$ cat src/dmbf_ram.sv
// ----------------------------------------------------------------------------
// Generic RAM
// One write port and one read port with a registered read.
// ----------------------------------------------------------------------------
module dmbf_ram #(
  parameter int WIDTH = 8,
  parameter int DEPTH = 256
) (
  input  logic                     clk,
  input  logic                     we,
  input  logic [$clog2(DEPTH)-1:0] waddr,
  input  logic [WIDTH-1:0]         wdata,
  input  logic                     re,
  input  logic [$clog2(DEPTH)-1:0] raddr,
  output logic [WIDTH-1:0]         rdata
);

  logic [WIDTH-1:0] mem_r [DEPTH];
  logic [WIDTH-1:0] rdata_r;

  always_ff @(posedge clk) begin
    if (we) begin
      mem_r[waddr] <= wdata;
    end
    if (re) begin
      rdata_r <= mem_r[raddr];
    end
  end

  assign rdata = rdata_r;

endmodule

$ cat config.mk
export PLATFORM = sky130hd
export DESIGN_NAME = dmbf_ram
export DESIGN_NICKNAME = d
export VERILOG_FILES = /design/src/dmbf_ram.sv
export SDC_FILE = /design/constraint.sdc
export NUM_CORES = 2
export LEC_CHECK = 0
export ABC_CLOCK_PERIOD_IN_PS = 3110
export BUFFER_PORTS_ARGS = -buffer_cell sky130_fd_sc_hd__buf_2
export CORE_ASPECT_RATIO = 1.4
export CORE_MARGIN = 3
export CORE_UTILIZATION = 40
export CTS_CLUSTER_SIZE = 12
export DETAILED_ROUTE_END_ITERATION = 12
export GPL_ROUTABILITY_DRIVEN = 0
export PLACE_DENSITY = 0.57
export SYNTH_ARGS = -nofsm -noshare
export SYNTH_HDL_FRONTEND = slang
export SYNTH_SLANG_ARGS = --single-unit
$ cat constraint.sdc
create_clock -name clk -period 3.11 [get_ports clk]
set_input_delay 0.1555 -clock clk [delete_from_list [all_inputs] [get_ports clk]]
set_output_delay 0.1555 -clock clk [all_outputs]
set_load 0.1 [all_outputs]
# --- After elaboration in Yosys (flattened, before gate mapping) ---
# Memory sizes are Yosys's and may differ from the RTL's. A register that Yosys moved wholly into a read port is not among the register bits.
# Index checks and enable logic that the tools add are counted.
classes:
  n_addsub: 0
  n_mul: 0
  n_div: 0
  order_cmp: 0
  n_eq_ne: 0
  n_shift: 0
  muxes: 2
  bitwise: 0
  reduce_logical: 0
ops:
  columns: ["op", "n"]
  rows:
  - ["$mux 1", 2]
word_totals:
  reg_bits: 0
  latchBits: 0
  ram_bits: 2048
  rom_bits: 0
  inputBits: 27
  out_inout_bits: 8
  word_cells: 3
  mem_count: 1
mem_list:
  columns: ["name", "depth", "width", "rd", "rd_clocked_by_memory_dff", "wr", "line", "source"]
  rows:
  - ["mem_r", 256, 8, 1, 1, 1, "18", "logic [WIDTH-1:0] mem_r [DEPTH];"]

# --- Logic depth before layout (Yosys ltp) ---
depth:
  word_depth: 2
  depth_mapped: 11
  mapped_depth_nobuf: 6

# --- Worst setup path after synthesis ---
# OpenSTA, ideal clock, no wires.
synth_path:
  kind: "input -> register"
  start: "in raddr[0]"
  end: "reg rdata_r[2] (netlist: rdata[2]), read port of mem_r, data pin"
  setup_ps: 269
  arrival_ps: 1963
  t_required_ps: 2841
  setup_slack_ps: 878
  stages: 9
  cell_sequence: "buf_6 > buf_12 > buf_8 > buf_2 > mux4_2 > a22oi_1 > a21oi_1 > nor4_1 > nor4_2"
synth_rtl:
  columns: ["item", "line", "source"]
  rows:
  - ["start, declared", "14", "input logic [$clog2(DEPTH)-1:0] raddr,"]
  - ["end, declared", "19", "logic [WIDTH-1:0] rdata_r;"]

==> summary.txt <==
Global route
  – Grt total ovfl: 0
  – Largest net degree at the start of global routing: 117
  – First-pass GRT wire length: 304,000 microns
  – GR Util All Layers: 20.6%
  – Vias in the first global route: 41,300
  – Initial antenna violation count: 14

Setup path
  – Critical Path Start Type: flop
  – Crit end category: flop
  – Critical path required time: 3.68 ns
  – Worst r2r src: mem_r[77][1]
  – Worst Setup Path Type: flop to flop
  – Max FO, Critical Path: 1
  – Critical path startpoint: mem_r[77][1]
  – Arrival @ worst endpoint: 3.59 ns

Logic synthesis
  – Post-Synth Simple-Gate Area: 2.63%
  – Sequential-to-total area share from yosys stat: 77.5%
  – Synth Area in Adders: 0%
  – Synth Instances: 3,733
  – Syn_area_per_cell: 21.3 sq um
  – Post-Synth XOR/XNOR Area: 0%
  – Syn Nets: 3,760
  – Post-synthesis mux area share: 14.6%
  – Yosys Warn Count: 0
  – Ys async rst share: 0%
  – Distinct cell type count of the synthesized netlist: 54
  – Largest family of logic cells by synthesized area: multiplexers
  – Post-Syn Area: 79,600 sq um
  – Seq cells post-synth: 2,056
  – Synth Area in Compound Gates: 3.42%
  – Ys flop type: edfxtp_1
  – Post-synth EDFFs: 2,056

Cells and area
  – Fin util: 46.3%
  – Area growth from synthesis to layout: 15.1%
  – Layout Nets: 4,244
  – Share of cells above drive strength 1: 28.0%

Hold path
  – Worst Hold Class: primary input to flop
  – Hold wc startpoint: waddr[1]

Timing
  – # setup viols final: 0
  – Final Cycle Share: 96.9%
  – Max Fclk: 332 MHz
  – Worst hold slack: 0.0699 ns
  – Final Hold Fails: 0
  – Slew headroom: 25.6%
  – RSZ-0062 raised after global routing: no
  – Final Max Tran Viols: 0
  – Worst-margin pin slew: 1.11 ns
  – Final setup margin: 0.0953 ns
  – Minimum clock period after layout: 3.01 ns
  – Layout Skew: 0.0508 ns

Placement
  – Pre-CTS setup slack: -0.680 ns
  – Final HPWL DP: 139,000 microns
  – I/O Buffers: 34

Die
  – Starting density of the core: 40.3%
  – Core area: 198,000 sq um
  – Die footprint: 205,000 sq um
  – Io pins: 35
  – Row count: 193
  – Die Ht: 534 microns
  – Overall die width: 383 microns

Drt
  – DRT Pass-1 Iters: 5
  – Vias: 39,600
  – Vias per inst: 5.73
  – Drt drc: 0
  – 1st-iter DRT viols: 4,058
  – Final ANT Viol Nets: 0
  – Post-Route WL: 211,000 microns
  – WL per Instance: 30.6 microns

Status
  – Status: finished clean

Power and ir drop
  – PnR Total Power: 55,400 uW
  – Peak VDD IR: 0.469 mV
  – Leak Pwr: 0.0288 uW
  – Power Dens Cells: 605 nW/um^2

Clock tree
  – TritonCTS clock tree: yes
  – Htree depth: 4
  – CTS Buffer Depth: 4
  – Clock transition at the registers of the reported paths: 0.06 ns
  – Clk Latency, worst-skew pair: 0.84 ns
  – Clock Sinks: 2,056
  – CTS Buf Count: 204
  – Root buffer cell: clkbuf_16

Job
  – Total of max-cap violations: 0
where the power goes:
| part | internal [uW] | switching, uW |
|---|---|---|
| Clock | 12000 | 9680 |
| Combinational | 1140 | 1990 |
| Sequential | 30600 | 36.3 |
| Total | 43700 | 11700 |
stage by stage:
stage | cells | instance area [sq um] | TNS [ns]
final | 6916 | 91600 | 0
after floorplan | 3733 | 79600 | 0
after global routing | 6910 | 91600 | 0
after CTS | 6908 | 91600 | 0
after global placement | 6630 | 86000 | -3.47
after detailed placement | 6632 | 86000 | -1.69
state kept, by name, indices dropped and copies added, names as in the netlist:
register,flops
mem_r,2048
rdata,8
Yosys cell counts, types with 10 or more instances:
library cell	number	area share, %
mux4_2	454	13
nand4_1	10	0.079
o211ai_1	10	0.094
mux2i_1	134	1.7
buf_4	27	0.25
a21oi_1	96	0.60
o22ai_1	28	0.22
o21ai_0	10	0.063
buf_6	21	0.30
a22oi_1	133	1.3
clkbuf_1	111	0.52
nor3_1	22	0.14
buf_1	22	0.10
buf_2	31	0.19
a211oi_1	16	0.15
edfxtp_1	2056	78
nor2_1	282	1.3
a221oi_1	13	0.14
buf_8	13	0.25
nor4_1	24	0.19
o221ai_1	46	0.51
nor2b_1	31	0.24
nand2_1	33	0.16
nand3_1	34	0.21
final timing paths:
| check | depth (start not counted) | slack (ns) | end |
|---|---|---|---|
| hold reg to reg | 6 | 1.17 | rdata[4] |
| setup reg to reg | 8 | 0.1 | rdata[1] |
| setup / recovery | 8 | 0.1 | rdata[1] |
| hold / removal | 4 | 0.07 | mem_r[151][5] |
area by class of cell:
type,count,area [sq um]
sequential,2056,61700
multi-input combinational,1442,16500
clock buffer,241,5310
fill,16400,106000
antenna,8,20.0
inverter,2,7.51
clock inverter,24,194
tap,2632,3290
timing repair buffer,511,4570
per-layer routing:
metal  track usage, %  part of all wire, %
met2             37.0                   53
met5                0                0.024
met3             3.14                  6.2
met1             25.5                   37
met4             6.88                  3.7
critical path, cell delays in order, from the launching register on:
cell,delay [ns]
edfxtp_1,0.35
mux4_2,0.49
nor2b_1,0.16
a211oi_1,0.33
buf_4,0.19
nor2_1,0.09
nor4_1,0.85
buf_4,0.25
nor4_1,0.05
placed cells by master (no fill, tap or decap), types with 3 or more instances in the layout:
cell type / Yosys / layout
clkbuf_16: 0 / 207
inv_6: 0 / 3
nor2_1: 282 / 279
mux2i_1: 134 / 134
nor2b_1: 31 / 28
a22o_1: 8 / 8
nand3_1: 34 / 34
a22oi_1: 133 / 133
diode_2: 0 / 8
mux4_2: 454 / 454
nand2b_1: 8 / 8
clkinv_2: 0 / 5
o22ai_1: 28 / 28
nand2_1: 33 / 33
clkinv_1: 1 / 12
buf_8: 13 / 10
or2_2: 4 / 4
a221oi_1: 13 / 13
o211ai_1: 10 / 10
nand4_1: 10 / 10
clkbuf_1: 111 / 34
nor2b_4: 0 / 3
dlygate4sd3_1: 0 / 11
nor3_1: 22 / 22
a21oi_1: 96 / 96
buf_2: 31 / 22
buf_12: 8 / 55
o32ai_1: 4 / 4
and2_1: 6 / 5
nor2_4: 0 / 3
nor4_2: 3 / 6
nor4_1: 24 / 21
o22a_1: 5 / 5
edfxtp_1: 2056 / 2056
a211oi_1: 16 / 16
o221ai_1: 46 / 46
buf_4: 27 / 413
o21ai_0: 10 / 10
cell families (layout without fill, tap and decap cells):
| group | count (synthesis) | in the layout |
|---|---|---|
| flip-flops | 2056 | 2056 |
| multiplexers | 591 | 591 |
| AND/OR/NAND/NOR | 466 | 466 |
| AO/OA/AOI/OAI | 385 | 385 |
| buffers and inverters | 235 | 778 |
| other | 0 | 8 |
repair_timing:
| action | in CTS | in global routing |
|---|---|---|
| endpoints found under the setup margin | 1 | 0 |
| buffers inserted | 0 | 0 |
| endpoints found under the hold margin | 652 | 0 |
| hold buffers | 11 | 0 |
| gates resized for setup | 1 | 0 |
Note: power is estimated with default switching activity, not from simulation.
